## config.mk

```make
export PLATFORM = sky130hd
export DESIGN_NAME = ring_and_fan_vector_generator
export DESIGN_NICKNAME = d
export VERILOG_FILES = /design/src/rtl/rafvg_pkg.sv /design/src/rtl/rafvg_cordic.sv /design/src/rtl/rafvg_divider.sv /design/src/rtl/ring_and_fan_vector_generator.sv
export SDC_FILE = /design/constraint.sdc
export NUM_CORES = 2
export LEC_CHECK = 0
export ABC_CLOCK_PERIOD_IN_PS = 25200
export BUFFER_PORTS_ARGS = -buffer_cell sky130_fd_sc_hd__buf_2
export CAP_MARGIN = 30
export CORE_MARGIN = 5
export CORE_UTILIZATION = 30
export CTS_CLUSTER_DIAMETER = 30
export CTS_CLUSTER_SIZE = 40
export DETAILED_ROUTE_END_ITERATION = 8
export PLACE_DENSITY = 0.45
export SYNTH_ARGS = -nofsm -noshare
export SYNTH_HDL_FRONTEND = slang
export SYNTH_SLANG_ARGS = --single-unit
export TNS_END_PERCENT = 20
```

## constraint.sdc

```tcl
create_clock -name clk -period 25.2 [get_ports clk]
set_clock_uncertainty 0.15 [all_clocks]
set_input_delay 1.26 -clock clk [delete_from_list [all_inputs] [get_ports clk]]
set_output_delay 1.26 -clock clk [all_outputs]
set_load 0.02 [all_outputs]
```

## src/rtl/rafvg_pkg.sv

```systemverilog
// ----------------------------------------------------------------------------
// rafvg_pkg
// Shared types, constants and constant tables of the ring and fan vector
// generator: CORDIC arctangent table, inverse gain and command structures.
// ----------------------------------------------------------------------------
package rafvg_pkg;

    localparam int MAX_SHOTS_DEF    = 32;
    localparam int ANGLE_BITS_DEF   = 16;
    localparam int CORDIC_STEPS_DEF = 16;

    localparam int RESULT_LIMIT = 32;
    localparam int TABLE_LEN    = 24;
    localparam int STEP_IDX_W   = 5;
    localparam int WORK_FRAC    = 24;

    // CORDIC datapath: 17-bit operands with 24 fraction bits, gain and sign.
    localparam int DP_W = 44;
    // Angle accumulator in 2^32 units per turn, one guard bit.
    localparam int Z_W  = 33;

    localparam int COUNT_W    = 6;
    localparam int SHOT_W     = 5;
    localparam int VEL_W      = 17;
    localparam int SPEED_W    = 16;
    localparam int COORD_W    = 16;
    localparam int IN_ANGLE_W = 16;
    localparam int IN_DATA_W  = 120;
    localparam int OUT_DATA_W = 40;

    localparam int     VEL_LIMIT    = 65535;
    localparam longint INV_GAIN_Q31 = 64'd1304065748;

    typedef enum logic {
        MODE_ROTATE = 1'b0,
        MODE_VECTOR = 1'b1
    } cordic_mode_t;

    typedef struct packed {
        logic                   start;
        cordic_mode_t           mode;
        logic signed [DP_W-1:0] x;
        logic signed [DP_W-1:0] y;
        logic signed [Z_W-1:0]  z;
    } cordic_cmd_t;

    typedef struct packed {
        logic                   done;
        logic signed [DP_W-1:0] x;
        logic signed [DP_W-1:0] y;
        logic signed [Z_W-1:0]  z;
    } cordic_res_t;

    // atan(2^-i) in units of 2^32 per turn.
    function automatic logic [31:0] atan_turn32(input logic [STEP_IDX_W-1:0] idx);
        logic [31:0] a;
        case (idx)
            5'd0:    a = 32'h20000000;
            5'd1:    a = 32'h12E4051E;
            5'd2:    a = 32'h09FB385B;
            5'd3:    a = 32'h051111D4;
            5'd4:    a = 32'h028B0D43;
            5'd5:    a = 32'h0145D7E1;
            5'd6:    a = 32'h00A2F61E;
            5'd7:    a = 32'h00517C55;
            5'd8:    a = 32'h0028BE53;
            5'd9:    a = 32'h00145F2F;
            5'd10:   a = 32'h000A2F98;
            5'd11:   a = 32'h000517CC;
            5'd12:   a = 32'h00028BE6;
            5'd13:   a = 32'h000145F3;
            5'd14:   a = 32'h0000A2FA;
            5'd15:   a = 32'h0000517D;
            5'd16:   a = 32'h000028BE;
            5'd17:   a = 32'h0000145F;
            5'd18:   a = 32'h00000A30;
            5'd19:   a = 32'h00000518;
            5'd20:   a = 32'h0000028C;
            5'd21:   a = 32'h00000146;
            5'd22:   a = 32'h000000A3;
            5'd23:   a = 32'h00000051;
            default: a = 32'h00000000;
        endcase
        return a;
    endfunction

    function automatic int clamp_steps(input int steps);
        int n;
        n = steps;
        if (n > TABLE_LEN)
        begin
            n = TABLE_LEN;
        end
        if (n < 1)
        begin
            n = 1;
        end
        return n;
    endfunction

    // Inverse CORDIC gain in Q31 with a small correction for the step count.
    function automatic longint inv_gain_for(input int steps);
        longint g;
        int     n;
        g = INV_GAIN_Q31;
        n = clamp_steps(steps);
        return g + (g >>> (2 * n - 1)) / 3;
    endfunction

endpackage

```

## src/rtl/rafvg_cordic.sv

```systemverilog
// ----------------------------------------------------------------------------
// rafvg_cordic
// Shared iterative CORDIC unit, one micro-rotation per clock, in either
// rotation mode (polar to rectangular) or vectoring mode (arctangent).
// ----------------------------------------------------------------------------
module rafvg_cordic #(
    parameter int STEPS = rafvg_pkg::CORDIC_STEPS_DEF
) (
    input  logic                    clk,
    input  logic                    rst_n,
    input  rafvg_pkg::cordic_cmd_t  cmd,
    output rafvg_pkg::cordic_res_t  res
);
    import rafvg_pkg::*;

    localparam logic [STEP_IDX_W-1:0] LAST_STEP = STEP_IDX_W'(clamp_steps(STEPS) - 1);

    logic signed [DP_W-1:0]  x_reg, x_next;
    logic signed [DP_W-1:0]  y_reg, y_next;
    logic signed [Z_W-1:0]   z_reg, z_next;
    logic [STEP_IDX_W-1:0]   step_reg, step_next;
    cordic_mode_t            mode_reg, mode_next;
    logic                    busy_reg, busy_next;
    logic                    done_reg, done_next;

    logic signed [DP_W-1:0]  xs;
    logic signed [DP_W-1:0]  ys;
    logic signed [Z_W-1:0]   angle;
    logic                    ccw;
    logic                    hold;

    always_comb
    begin
        xs    = x_reg >>> step_reg;
        ys    = y_reg >>> step_reg;
        angle = signed'({1'b0, atan_turn32(step_reg)});
        // Rotation turns towards z = 0; vectoring turns y towards zero and
        // leaves x, y and z alone once y is exactly zero.
        if (mode_reg == MODE_ROTATE)
        begin
            ccw  = !z_reg[Z_W-1];
            hold = 1'b0;
        end
        else
        begin
            ccw  = y_reg[DP_W-1];
            hold = (y_reg == '0);
        end

        x_next    = x_reg;
        y_next    = y_reg;
        z_next    = z_reg;
        step_next = step_reg;
        mode_next = mode_reg;
        busy_next = busy_reg;
        done_next = 1'b0;

        if (cmd.start)
        begin
            x_next    = cmd.x;
            y_next    = cmd.y;
            z_next    = cmd.z;
            mode_next = cmd.mode;
            step_next = '0;
            busy_next = 1'b1;
        end
        else if (busy_reg)
        begin
            if (!hold)
            begin
                if (ccw)
                begin
                    x_next = x_reg - ys;
                    y_next = y_reg + xs;
                    z_next = z_reg - angle;
                end
                else
                begin
                    x_next = x_reg + ys;
                    y_next = y_reg - xs;
                    z_next = z_reg + angle;
                end
            end
            if (step_reg == LAST_STEP)
            begin
                busy_next = 1'b0;
                done_next = 1'b1;
            end
            else
            begin
                step_next = step_reg + 1'b1;
            end
        end
    end

    always_ff @(posedge clk or negedge rst_n)
    begin
        if (!rst_n)
        begin
            busy_reg <= 1'b0;
            done_reg <= 1'b0;
            step_reg <= '0;
            mode_reg <= MODE_ROTATE;
        end
        else
        begin
            busy_reg <= busy_next;
            done_reg <= done_next;
            step_reg <= step_next;
            mode_reg <= mode_next;
        end
    end

    always_ff @(posedge clk)
    begin
        x_reg <= x_next;
        y_reg <= y_next;
        z_reg <= z_next;
    end

    assign res.done = done_reg;
    assign res.x    = x_reg;
    assign res.y    = y_reg;
    assign res.z    = z_reg;

endmodule

```

## src/rtl/rafvg_divider.sv

```systemverilog
// ----------------------------------------------------------------------------
// rafvg_divider
// Restoring unsigned divider, one quotient bit per clock, used to place each
// vector of a burst evenly across the ring or the fan.
// ----------------------------------------------------------------------------
module rafvg_divider #(
    parameter int DVD_W = rafvg_pkg::ANGLE_BITS_DEF + rafvg_pkg::SHOT_W,
    parameter int DVS_W = rafvg_pkg::COUNT_W
) (
    input  logic             clk,
    input  logic             rst_n,
    input  logic             start,
    input  logic [DVD_W-1:0] dividend,
    input  logic [DVS_W-1:0] divisor,
    output logic             done,
    output logic [DVD_W-1:0] quotient
);
    import rafvg_pkg::*;

    localparam int CNT_W = $clog2(DVD_W);
    localparam logic [CNT_W-1:0] CNT_LAST = CNT_W'(DVD_W - 1);

    logic [DVS_W-1:0] rem_reg, rem_next;
    logic [DVD_W-1:0] quo_reg, quo_next;
    logic [DVS_W-1:0] dvs_reg, dvs_next;
    logic [CNT_W-1:0] cnt_reg, cnt_next;
    logic             busy_reg, busy_next;
    logic             done_reg, done_next;

    logic [DVS_W:0]   trial;
    logic [DVS_W:0]   diff;
    logic             fits;

    always_comb
    begin
        trial = {rem_reg, quo_reg[DVD_W-1]};
        diff  = trial - {1'b0, dvs_reg};
        fits  = (trial >= {1'b0, dvs_reg});

        rem_next  = rem_reg;
        quo_next  = quo_reg;
        dvs_next  = dvs_reg;
        cnt_next  = cnt_reg;
        busy_next = busy_reg;
        done_next = 1'b0;

        if (start)
        begin
            rem_next  = '0;
            quo_next  = dividend;
            dvs_next  = divisor;
            cnt_next  = CNT_LAST;
            busy_next = 1'b1;
        end
        else if (busy_reg)
        begin
            // The dividend shifts out at the top while quotient bits enter below.
            rem_next = fits ? diff[DVS_W-1:0] : trial[DVS_W-1:0];
            quo_next = {quo_reg[DVD_W-2:0], fits};
            if (cnt_reg == '0)
            begin
                busy_next = 1'b0;
                done_next = 1'b1;
            end
            else
            begin
                cnt_next = cnt_reg - 1'b1;
            end
        end
    end

    always_ff @(posedge clk or negedge rst_n)
    begin
        if (!rst_n)
        begin
            busy_reg <= 1'b0;
            done_reg <= 1'b0;
            cnt_reg  <= '0;
        end
        else
        begin
            busy_reg <= busy_next;
            done_reg <= done_next;
            cnt_reg  <= cnt_next;
        end
    end

    always_ff @(posedge clk)
    begin
        rem_reg <= rem_next;
        quo_reg <= quo_next;
        dvs_reg <= dvs_next;
    end

    assign done     = done_reg;
    assign quotient = quo_reg;

endmodule

```

## src/rtl/ring_and_fan_vector_generator.sv

```systemverilog
// ----------------------------------------------------------------------------
// ring_and_fan_vector_generator
// Turns one request into a burst of equal-magnitude velocity vectors, spaced
// round a full ring or spread across a fan aimed from a source at a target.
// ----------------------------------------------------------------------------
// One request beat gives up to 32 result beats, the last one marked by tlast;
// a count of zero gives none. The block takes a new request only once every
// vector of the current burst has been handed to the output register. All the
// arithmetic runs through one CORDIC unit and one restoring divider, so the
// time is set by those two loops: a fan request first finds the aim
// direction with a vectoring pass, the first vector then takes a rotation
// pass, and every further vector a placement division and a rotation pass
// (one quotient bit of the placement division and one micro-rotation per
// clock). A burst also waits whenever the consumer does not take a beat.
// ----------------------------------------------------------------------------
module ring_and_fan_vector_generator #(
    parameter int MAX_SHOTS    = rafvg_pkg::MAX_SHOTS_DEF,
    parameter int ANGLE_BITS   = rafvg_pkg::ANGLE_BITS_DEF,
    parameter int CORDIC_STEPS = rafvg_pkg::CORDIC_STEPS_DEF
) (
    input  logic                             clk,
    input  logic                             rst_n,
    input  logic                             s_tvalid,
    output logic                             s_tready,
    // shot_count[7:0], first_angle[23:8], shot_speed[39:24], source_x[55:40],
    // source_y[71:56], aim_x[87:72], aim_y[103:88], arc_width[119:104]
    input  logic [rafvg_pkg::IN_DATA_W-1:0]  s_tdata,
    // func[0]
    input  logic [0:0]                       s_tuser,
    output logic                             m_tvalid,
    input  logic                             m_tready,
    // vel_x[16:0], vel_y[33:17], shot_number[38:34], zero pad[39]
    output logic [rafvg_pkg::OUT_DATA_W-1:0] m_tdata,
    output logic                             m_tlast
);
    import rafvg_pkg::*;

    localparam int AB      = ANGLE_BITS;
    localparam int CAP     = (MAX_SHOTS < RESULT_LIMIT) ? MAX_SHOTS : RESULT_LIMIT;
    localparam int NUM_W   = AB + SHOT_W;
    localparam int SHIFT_S = 32 - AB;

    localparam logic [31:0]          KQ       = 32'(inv_gain_for(CORDIC_STEPS));
    localparam logic [7:0]           CAP_8    = 8'(CAP);
    localparam logic [COUNT_W-1:0]   CAP_C    = COUNT_W'(CAP);
    localparam logic [NUM_W-1:0]     RING_INC = NUM_W'(1) << AB;
    localparam logic signed [Z_W-1:0] QUARTER = 33'sh040000000;
    localparam logic signed [Z_W-1:0] HALF    = 33'sh080000000;
    localparam logic [32:0]          ANG_RND  = 33'd1 << (SHIFT_S - 1);
    localparam logic signed [DP_W-1:0] VEL_RND = DP_W'(1) <<< (WORK_FRAC - 1);

    typedef enum logic [6:0] {
        S_IDLE  = 7'b0000001,
        S_SETUP = 7'b0000010,
        S_VEC   = 7'b0000100,
        S_BASE  = 7'b0001000,
        S_ROT   = 7'b0010000,
        S_OUT   = 7'b0100000,
        S_DIV   = 7'b1000000
    } state_t;

    // Rounded, saturated and optionally mirrored velocity component.
    function automatic logic [VEL_W-1:0] sat_vel(input logic signed [DP_W-1:0] v,
                                                 input logic neg);
        logic signed [DP_W-1:0] r;
        logic signed [VEL_W-1:0] s;
        r = (v + VEL_RND) >>> WORK_FRAC;
        if (r > DP_W'(VEL_LIMIT))
        begin
            s = VEL_W'(VEL_LIMIT);
        end
        else if (r < -DP_W'(VEL_LIMIT))
        begin
            s = -VEL_W'(VEL_LIMIT);
        end
        else
        begin
            s = r[VEL_W-1:0];
        end
        return neg ? -s : s;
    endfunction

    // Input fields.
    logic [7:0]           shot_count;
    logic [SPEED_W-1:0]   shot_speed;
    logic [IN_ANGLE_W-1:0] first_angle;
    logic [IN_ANGLE_W-1:0] arc_width;
    logic [COORD_W-1:0]   source_x, source_y, aim_x, aim_y;
    logic [AB-1:0]        first_ang_in;
    logic [AB-1:0]        arc_in;
    logic [COUNT_W-1:0]   count_in;

    assign shot_count  = s_tdata[7:0];
    assign first_angle = s_tdata[23:8];
    assign shot_speed  = s_tdata[39:24];
    assign source_x    = s_tdata[55:40];
    assign source_y    = s_tdata[71:56];
    assign aim_x       = s_tdata[87:72];
    assign aim_y       = s_tdata[103:88];
    assign arc_width   = s_tdata[119:104];

    generate
        if (AB >= IN_ANGLE_W)
        begin : g_widen
            assign first_ang_in = AB'(first_angle) << (AB - IN_ANGLE_W);
            assign arc_in       = AB'(arc_width) << (AB - IN_ANGLE_W);
        end
        else
        begin : g_narrow
            assign first_ang_in = AB'(first_angle >> (IN_ANGLE_W - AB));
            assign arc_in       = AB'(arc_width >> (IN_ANGLE_W - AB));
        end
    endgenerate

    assign count_in = (shot_count > CAP_8) ? CAP_C : shot_count[COUNT_W-1:0];

    state_t                 state_reg, state_next;
    logic                   func_reg, func_next;
    logic [COUNT_W-1:0]     n_reg, n_next;
    logic [COUNT_W-1:0]     dvs_reg, dvs_next;
    logic [SHOT_W-1:0]      idx_reg, idx_next;
    logic [NUM_W-1:0]       num_reg, num_next;
    logic [AB-1:0]          base_reg, base_next;
    logic [AB-1:0]          arc_reg, arc_next;
    logic [SPEED_W-1:0]     speed_reg, speed_next;
    logic signed [COORD_W:0] dx_reg, dx_next;
    logic signed [COORD_W:0] dy_reg, dy_next;
    logic signed [DP_W-1:0] gain_reg, gain_next;
    logic                   neg_reg, neg_next;
    logic                   out_valid_reg, out_valid_next;
    logic [VEL_W-1:0]       vel_x_reg, vel_x_next;
    logic [VEL_W-1:0]       vel_y_reg, vel_y_next;
    logic [SHOT_W-1:0]      shot_out_reg, shot_out_next;
    logic                   last_out_reg, last_out_next;

    cordic_cmd_t            cmd;
    cordic_res_t            res;
    logic                   div_start;
    logic [NUM_W-1:0]       dividend;
    logic                   div_done;
    logic [NUM_W-1:0]       quotient;

    logic [SPEED_W+31:0]    gain_prod;
    logic [AB-1:0]          rot_angle;
    logic [31:0]            rot_zu;
    logic signed [Z_W-1:0]  rot_z;
    logic signed [Z_W-1:0]  rot_zf;
    logic                   rot_neg;
    logic [32:0]            dir_rnd;
    logic [AB-1:0]          centre;
    logic [NUM_W-1:0]       num_sum;
    logic [NUM_W-1:0]       incr;
    logic                   out_free;
    logic                   is_last;
    logic signed [COORD_W:0] vx17, vy17;
    logic                   dx_neg;

    rafvg_cordic #(
        .STEPS (CORDIC_STEPS)
    ) u_cordic (
        .clk   (clk),
        .rst_n (rst_n),
        .cmd   (cmd),
        .res   (res)
    );

    rafvg_divider #(
        .DVD_W (NUM_W),
        .DVS_W (COUNT_W)
    ) u_divider (
        .clk      (clk),
        .rst_n    (rst_n),
        .start    (div_start),
        .dividend (dividend),
        .divisor  (dvs_reg),
        .done     (div_done),
        .quotient (quotient)
    );

    always_comb
    begin
        gain_prod = speed_reg * KQ;
        out_free  = !out_valid_reg || m_tready;
        is_last   = ({1'b0, idx_reg} == (n_reg - 1'b1));
        incr      = func_reg ? NUM_W'(arc_reg) : RING_INC;
        num_sum   = num_reg + incr;
        dividend  = num_sum + NUM_W'(dvs_reg >> 1);

        // Direction from the vectoring result, rounded to the angle width.
        dir_rnd = {1'b0, res.z[31:0]} + ANG_RND;
        centre  = dir_rnd[31:SHIFT_S];

        // Fold the rotation angle into the right half plane.
        rot_angle = (state_reg == S_DIV) ? (base_reg + quotient[AB-1:0]) : base_reg;
        rot_zu    = 32'(rot_angle) << SHIFT_S;
        rot_z     = signed'({rot_zu[31], rot_zu});
        if (rot_z > QUARTER)
        begin
            rot_zf  = rot_z - HALF;
            rot_neg = 1'b1;
        end
        else if (rot_z < -QUARTER)
        begin
            rot_zf  = rot_z + HALF;
            rot_neg = 1'b1;
        end
        else
        begin
            rot_zf  = rot_z;
            rot_neg = 1'b0;
        end

        dx_neg = dx_reg[COORD_W];
        vx17   = dx_neg ? -dx_reg : dx_reg;
        vy17   = dx_neg ? -dy_reg : dy_reg;

        cmd.start = 1'b0;
        cmd.mode  = MODE_ROTATE;
        cmd.x     = gain_reg;
        cmd.y     = '0;
        cmd.z     = rot_zf;
        div_start = 1'b0;

        state_next     = state_reg;
        func_next      = func_reg;
        n_next         = n_reg;
        dvs_next       = dvs_reg;
        idx_next       = idx_reg;
        num_next       = num_reg;
        base_next      = base_reg;
        arc_next       = arc_reg;
        speed_next     = speed_reg;
        dx_next        = dx_reg;
        dy_next        = dy_reg;
        gain_next      = gain_reg;
        neg_next       = neg_reg;
        out_valid_next = out_valid_reg && !m_tready;
        vel_x_next     = vel_x_reg;
        vel_y_next     = vel_y_reg;
        shot_out_next  = shot_out_reg;
        last_out_next  = last_out_reg;

        case (state_reg)
            S_IDLE:
            begin
                if (s_tvalid)
                begin
                    func_next  = s_tuser[0];
                    n_next     = count_in;
                    dvs_next   = s_tuser[0] ? (count_in - 1'b1) : count_in;
                    base_next  = first_ang_in;
                    arc_next   = arc_in;
                    speed_next = shot_speed;
                    dx_next    = signed'({aim_x[COORD_W-1], aim_x})
                               - signed'({source_x[COORD_W-1], source_x});
                    dy_next    = signed'({aim_y[COORD_W-1], aim_y})
                               - signed'({source_y[COORD_W-1], source_y});
                    idx_next   = '0;
                    num_next   = '0;
                    if (count_in != '0)
                    begin
                        state_next = S_SETUP;
                    end
                end
            end

            S_SETUP:
            begin
                gain_next = signed'(DP_W'(gain_prod >> 7));
                if (!func_reg)
                begin
                    state_next = S_BASE;
                end
                else if (dx_reg == '0 && dy_reg == '0)
                begin
                    // Source on the aim point: the fan is centred on angle zero.
                    base_next  = (n_reg == COUNT_W'(1)) ? '0 : ('0 - (arc_reg >> 1));
                    state_next = S_BASE;
                end
                else
                begin
                    cmd.start  = 1'b1;
                    cmd.mode   = MODE_VECTOR;
                    cmd.x      = DP_W'(vx17) <<< WORK_FRAC;
                    cmd.y      = DP_W'(vy17) <<< WORK_FRAC;
                    cmd.z      = dx_neg ? HALF : '0;
                    state_next = S_VEC;
                end
            end

            S_VEC:
            begin
                if (res.done)
                begin
                    base_next  = (n_reg == COUNT_W'(1)) ? centre : (centre - (arc_reg >> 1));
                    state_next = S_BASE;
                end
            end

            S_BASE:
            begin
                cmd.start  = 1'b1;
                neg_next   = rot_neg;
                state_next = S_ROT;
            end

            S_ROT:
            begin
                if (res.done)
                begin
                    state_next = S_OUT;
                end
            end

            S_OUT:
            begin
                if (out_free)
                begin
                    out_valid_next = 1'b1;
                    vel_x_next     = sat_vel(res.x, neg_reg);
                    vel_y_next     = sat_vel(res.y, neg_reg);
                    shot_out_next  = idx_reg;
                    last_out_next  = is_last;
                    if (is_last)
                    begin
                        state_next = S_IDLE;
                    end
                    else
                    begin
                        idx_next   = idx_reg + 1'b1;
                        num_next   = num_sum;
                        div_start  = 1'b1;
                        state_next = S_DIV;
                    end
                end
            end

            S_DIV:
            begin
                if (div_done)
                begin
                    cmd.start  = 1'b1;
                    neg_next   = rot_neg;
                    state_next = S_ROT;
                end
            end

            default:
            begin
                state_next = S_IDLE;
            end
        endcase
    end

    always_ff @(posedge clk or negedge rst_n)
    begin
        if (!rst_n)
        begin
            state_reg     <= S_IDLE;
            out_valid_reg <= 1'b0;
        end
        else
        begin
            state_reg     <= state_next;
            out_valid_reg <= out_valid_next;
        end
    end

    always_ff @(posedge clk)
    begin
        func_reg     <= func_next;
        n_reg        <= n_next;
        dvs_reg      <= dvs_next;
        idx_reg      <= idx_next;
        num_reg      <= num_next;
        base_reg     <= base_next;
        arc_reg      <= arc_next;
        speed_reg    <= speed_next;
        dx_reg       <= dx_next;
        dy_reg       <= dy_next;
        gain_reg     <= gain_next;
        neg_reg      <= neg_next;
        vel_x_reg    <= vel_x_next;
        vel_y_reg    <= vel_y_next;
        shot_out_reg <= shot_out_next;
        last_out_reg <= last_out_next;
    end

    assign s_tready = (state_reg == S_IDLE);
    assign m_tvalid = out_valid_reg;
    assign m_tdata  = {1'b0, shot_out_reg, vel_y_reg, vel_x_reg};
    assign m_tlast  = last_out_reg;

endmodule

```

# Word level (Yosys, flattened, before mapping)
# Memories as Yosys holds them, arrays and structs flattened.
# Cells that the tools add are included.
[totals] mem_bits_ro=960 input_bits=125 elab_cells=211 output_inout_bits=43 latchBits=0 ramBits=0 reg_bits=379 memories=1
[mem_list] name="(no name shown)" words=32 width=30 read_ports=1 rd_clocked_by_memory_dff=0 wr=0 line_no="rafvg_pkg.sv:57" text="case (idx)"
[classes] add_sub_neg=28 order_cmp=8 eq_ne=22 reduce_logical=25 bitwise_logic=0 n_mux=93 shifts=2 multipliers=1 n_div=0
[ops] operator="$mux 44" n=8
[ops] operator="$mux 123" n=2
[ops] operator="$mux 17" n=13
[ops] operator="$mux 33" n=6
[ops] operator="$mux 122" n=1
[ops] operator="$mux 16" n=7
[ops] operator="$mux 21" n=5
[ops] operator="$add 44x25->44 const B" n=2
[ops] operator="$add 44x44->44" n=2
[ops] operator="$sshr 44x5->44" n=2
[ops] operator="$sub 44x44->44" n=2
[ops] operator="$neg 17->17" n=4
[ops] operator="$mux 7" n=7
[ops] operator="$pmux 7 s7" n=1
[ops] operator="$pmux 16 s3" n=1
[ops] operator="$mul 16x29->45 const B" n=1
[ops] operator="$mux 5" n=9
[ops] operator="$logic_not 44->1" n=1
[ops] operator="$pmux 21 s2" n=1
[ops] operator="$gt 20x17->1 const B" n=2
[ops] operator="$lt 20x17->1 const B" n=2
[ops] operator="$logic_not 17->1" n=2
[ops] operator="$sub 16x16->17" n=2
[ops] operator="$add 32x33->33 const B" n=1
[ops] operator="other kinds (47)" n=95

# Logic depth before layout (Yosys ltp)
[logic_depth] depth_word=10 depth_mapped=30 mapped_depth_nobuf=25

# Cells and area by module
# Synthesis repeated with hierarchy kept, for this count alone.
[unflattened] hier_cells=5410 area_unflattened_um2=48251.3
[modules_own_cells] mod="ring_and_fan_vector_generator" cells_each=2699 n_inst=1 area_per_inst_um2=24831.3 seq_area_each_um2=6267.3
[modules_own_cells] mod="rafvg_cordic" cells_each=2554 n_inst=1 area_per_inst_um2=21449.3 seq_area_each_um2=3833.7
[modules_own_cells] mod="rafvg_divider" cells_each=157 n_inst=1 area_per_inst_um2=1970.6 seq_area_each_um2=1106.1

# Worst setup path after synthesis
# OpenSTA, ideal clock, no wires.
[synth_path] kind="register -> register" start="register state_reg[6]" end="register u_cordic.x_reg[0], enable pin" t_arrival_ns=9.111 path_buffers=2 setup_time_ns=0.484 stages_incl_launch_ff=10 period_less_slack_ns=9.745 slack_ns=15.455 required_ns=24.566 path_cell_list="dfrtp_1 > clkbuf_1 > nor2_1 > nand2_1 > nor4b_1 > nand2_1 > nor2b_1 > nor2_1 > clkbuf_1 > nand2_1"
[synth_via] elab_chain_cells=4 word_cells_on_any_way=7 classes_between="eq/ne (4); mux (1); reduce/logical (2)"
[synth_rtl] item="start: declaration" line_no="ring_and_fan_vector_generator.sv:117" text="state_t state_reg, state_next;"
[synth_rtl] item="start signal: assignment" line_no="ring_and_fan_vector_generator.sv:364" text="state_reg <= state_next;"
[synth_rtl] item="$eq 7x7->1, or another cell as far along" line_no="ring_and_fan_vector_generator.sv:243" text="case (state_reg)"
[synth_rtl] item="$pmux 1 s3 (*)" line_no="ring_and_fan_vector_generator.sv:243"
[synth_rtl] item="$ne 2x2->1 (no line) / $reduce_bool 2->1 (equally long branches)"
[synth_rtl] item="$reduce_and 2->1 (no line) (*)"
[synth_rtl] item="end signal: assignment" line_no="rafvg_cordic.sv:116" text="x_reg <= x_next;"
[synth_rtl] item="end: declaration" line_no="rafvg_cordic.sv:18" text="logic signed [DP_W-1:0] x_reg, x_next;"
# Every way passes the cells marked *; elsewhere a longest branch is shown, timed or not.
# A chain may end at the register's enable or synchronous reset.

# Final worst setup path
[layout_path] start="register u_cordic.step_reg[1]" end="register u_cordic.y_reg[40] (data pin)"
[layout_via] elab_chain_cells=6 word_cells_on_any_way=7 classes_between="add/sub (2); shift (1); mux (4)"
[layout_rtl] item="start: declaration" line_no="rafvg_cordic.sv:21" text="logic [STEP_IDX_W-1:0] step_reg, step_next;"
[layout_rtl] item="start signal: assignment" line_no="rafvg_cordic.sv:109" text="step_reg <= step_next;"
[layout_rtl] item="$sshr 44x5->44 (*)" line_no="rafvg_cordic.sv:34" text="xs = x_reg >>> step_reg;"
[layout_rtl] item="$sub 44x44->44 / $add 44x44->44 (equally long branches)" line_no="rafvg_cordic.sv:80, rafvg_cordic.sv:74"
[layout_rtl] item="$mux 44 (*)" line_no="rafvg_cordic.sv:71" text="if (ccw)"
[layout_rtl] item="$mux 44 (*)" line_no="rafvg_cordic.sv:69" text="if (!hold)"
[layout_rtl] item="$mux 44 (*)" line_no="rafvg_cordic.sv:67" text="else if (busy_reg)"
[layout_rtl] item="$mux 44 (*)" line_no="rafvg_cordic.sv:58" text="if (cmd.start)"
[layout_rtl] item="via u_cordic.y_next[40]" line_no="rafvg_cordic.sv:19" text="logic signed [DP_W-1:0] y_reg, y_next;"
[layout_rtl] item="end signal: assignment" line_no="rafvg_cordic.sv:117" text="y_reg <= y_next;"
[layout_rtl] item="end: declaration" line_no="rafvg_cordic.sv:19"
# The timed path passes the listed nets; every way through them passes the cells marked *. The select of a mux whose other input is x is not followed.

==> impl_metrics.py <==
metrics = {
    "clocking": {
        "clk_pin_slew_ps": 50,
        "clk_path_buf_depth": 3,
        "ctsRootBufferMaster": "clkbuf_16",
        "postCtsSetupBuffers": 0,
        "cts_resized": 0,
        "cts_tree": "yes",
        "h-tree-depth": 3,
        "clk_latency_ps": 740,
        "numCtsBuffers": 120,
        "clock-sinks": 379,
        "cts_hold_buf": 0,
    },
    "sta": {
        "period_share_pct": 32.2,
        "final-setup-viol-count": 0,
        "slew_viol_final": 0,
        "max_freq_ghz": 0.123,
        "period_needed_ps": 8100,
        "finalSetupTns_ps": 0,
        "final-hold-violation-count": 0,
        "tightest_slew_ps": 999,
        "relSlewSlack_pct": 33.3,
        "grt_setup_unrepaired": "no",
    },
    "detailed_routing": {
        "drc": 0,
        "num_vias": 38000,
        "first_pass_iters": 7,
        "drt_iter0_drc": 2929,
        "avgRoutedWirePerCell_um": 21.4,
        "drtAntennaViolNets": 0,
        "vias_per_cell": 5.28,
        "wirelength_um": 154000,
    },
    "synthesis": {
        "syn_area_per_cell_um2": 9.13,
        "ys_top_cells_by_count": "446 x inv_1, 396 x nor2_1, 395 x ha_1, 350 x edfxtp_1, 350 x nand2_1",
        "synth.net_count": 5631,
        "yosys.area.top_type": "edfxtp_1",
        "synthDistinctLibCells": 112,
        "yosys-top-cells-area": "edfxtp_1 23%, ha_1 11%, fa_1 8.1%, xnor2_1 5.2%, mux4_2 5.0%",
        "synth_area_um2": 45000,
        "ys.flop_type": "edfxtp_1",
        "synth_top_area_share_pct": 23.4,
        "ys_seq_area_share_pct": 24.9,
        "synth_warnings": 0,
        "async_flop_share_pct": 6.07,
        "synth_most_common_cell": "inv_1",
        "ys_seq_elements": 379,
        "syn-instance-count": 4928,
        "synth_edf_count": 350,
    },
    "cells_and_area": {
        "nets": 5763,
        "post_layout_nonfiller_instances": 7185,
        "areaGrowthSynthToFinish_pct": 16.4,
        "final_cell_area_um2": 52300,
        "fill_cells": 15400,
        "drive_gt1_share_pct": 12.9,
    },
    "worst_setup_path": {
        "cp_max_fo": 66,
        "worstPathArrival_ps": 8440,
        "worstPathRequired_ps": 25540,
        "r2r_end": "u_cordic.y_reg[40]",
        "reg2reg_from": "u_cordic.step_reg[1]",
        "reg2reg_setup_slack_ps": 17100,
        "crit_end": "u_cordic.y_reg[40]",
        "cp-end-kind": "flip-flop",
        "critPathLaunchType": "flip-flop",
        "ff2ff_path_depth": 20,
        "worst-setup-path-type": "flip-flop to flip-flop",
        "crit_path_start": "u_cordic.step_reg[1]",
    },
    "status": {
        "outcome": "complete, no violations",
    },
    "floorplan": {
        "die_width_um": 397,
        "num_rows": 142,
        "die_y_um": 397,
        "die_area_um2": 158000,
        "ioPinCount": 168,
        "core-area_um2": 149000,
        "start_util_pct": 30.1,
    },
    "placement": {
        "dp_cells": 6952,
        "io_buffers": 166,
        "place_hpwl_um": 120000,
        "placed_cell_area_um2": 47900,
        "gp_congestion": 0.895,
    },
    "global_route": {
        "track_usage_pct": 19.1,
        "grt_max_degree": 83,
        "gr-total-overflow": 0,
        "antenna_found_initial": 6,
        "grt_pass1_vias": 37700,
        "grt_pass1_wl_um": 235000,
    },
    "min_path": {
        "hp-class": "flip-flop to flip-flop",
    },
    "run": {
        "max_cap_viol_count": 0,
    },
}
final cells by class:
cell class              instances  area [µm²]  area share, %
well taps                    2016        2520           4.82
clock buffers                 133        3070           5.87
repair buffers                228        1350           2.57
diodes                          2        5.00        0.00956
flip-flops and latches        379       11200           21.4
clock inverters                96        1340           2.56
inverters                     450        1690           3.23
multi-input cells            3881       31100           59.5
worst min-delay path by stage:
stage | from | to | slack [ps] | depth (start not counted)
global placement | dvs_reg[0] | u_divider.dvs_reg[0] | 260 | 0
floorplan | dvs_reg[0] | u_divider.dvs_reg[0] | 250 | 0
detailed placement | dvs_reg[0] | u_divider.dvs_reg[0] | 270 | 0
finish | dvs_reg[0] | u_divider.dvs_reg[0] | 280 | 0
CTS | dvs_reg[0] | u_divider.dvs_reg[0] | 280 | 0
global route | dvs_reg[0] | u_divider.dvs_reg[0] | 290 | 0
stage by stage:
stage / hold slack [ps] / util [%] / setup slack [ps]
floorplan: 250 / - / 15450
global placement: 263 / 32.0 / 16590
detailed placement: 270 / 32.0 / 16650
CTS: 284 / 35.0 / 16650
global route: 285 / 35.0 / 16620
finish: 282 / 35.0 / 17100
worst max-delay path, stage by stage (launching register included):
cell and delay [ps]:
dfrtp_4 960, buf_4 280, buf_16 320, mux4_1 690, mux4_2 530, a221oi_2 400
ha_1 290, nor2_1 100, a21oi_1 90, fa_1 480, a21oi_1 150, o21bai_1 130
a2111oi_0 780, o21ai_0 390, and2_1 260, a2111oi_0 700, nor4_1 220, o2111a_1 300
o31ai_1 310, mux2i_1 230, nand2_1 60
metal layers:
layer,vias up,routed length [µm],track usage [%]
met5,-,0,0
met4,0,4750,6.48
met3,268,9000,3.12
met2,1100,69100,30.1
met1,18400,71100,26.7
li1,18200,-,-
cell families after synthesis:
family | Yosys count | synth area share [%]
and+or+nand+nor | 1382 | 15.0
AOI/OAI and AO/OA | 1224 | 17.6
buffers and inverters | 668 | 5.98
adders and majority gates | 578 | 19.1
xor gates and xnor gates | 463 | 9.02
DFF | 379 | 24.9
muxes | 233 | 8.34
other | 1 | 0.00834
layout by cell type (no fill, tap or decap), drive strengths merged, types with 24 or more instances in the layout:
master,n
clkinv,62
nand3,119
ha,395
nand2b,47
nor2,398
clkbuf,133
and2,45
nor3,108
edfxtp,350
nand4,37
xnor2,265
o211ai,24
o31ai,34
o21ai,307
bufinv,27
a211oi,38
xor2,198
a31oi,57
mux2i,84
a21o,122
mux4,107
mux2,42
o21a,33
or2,35
nor4,38
buf,228
nor2b,53
inv,449
o22ai,54
and3,48
nand2,350
fa,183
or3,28
o21bai,38
a21oi,288
Power is not shown: default switching activity piles up to over one toggle a cycle in this logic, so the estimate is an artifact.
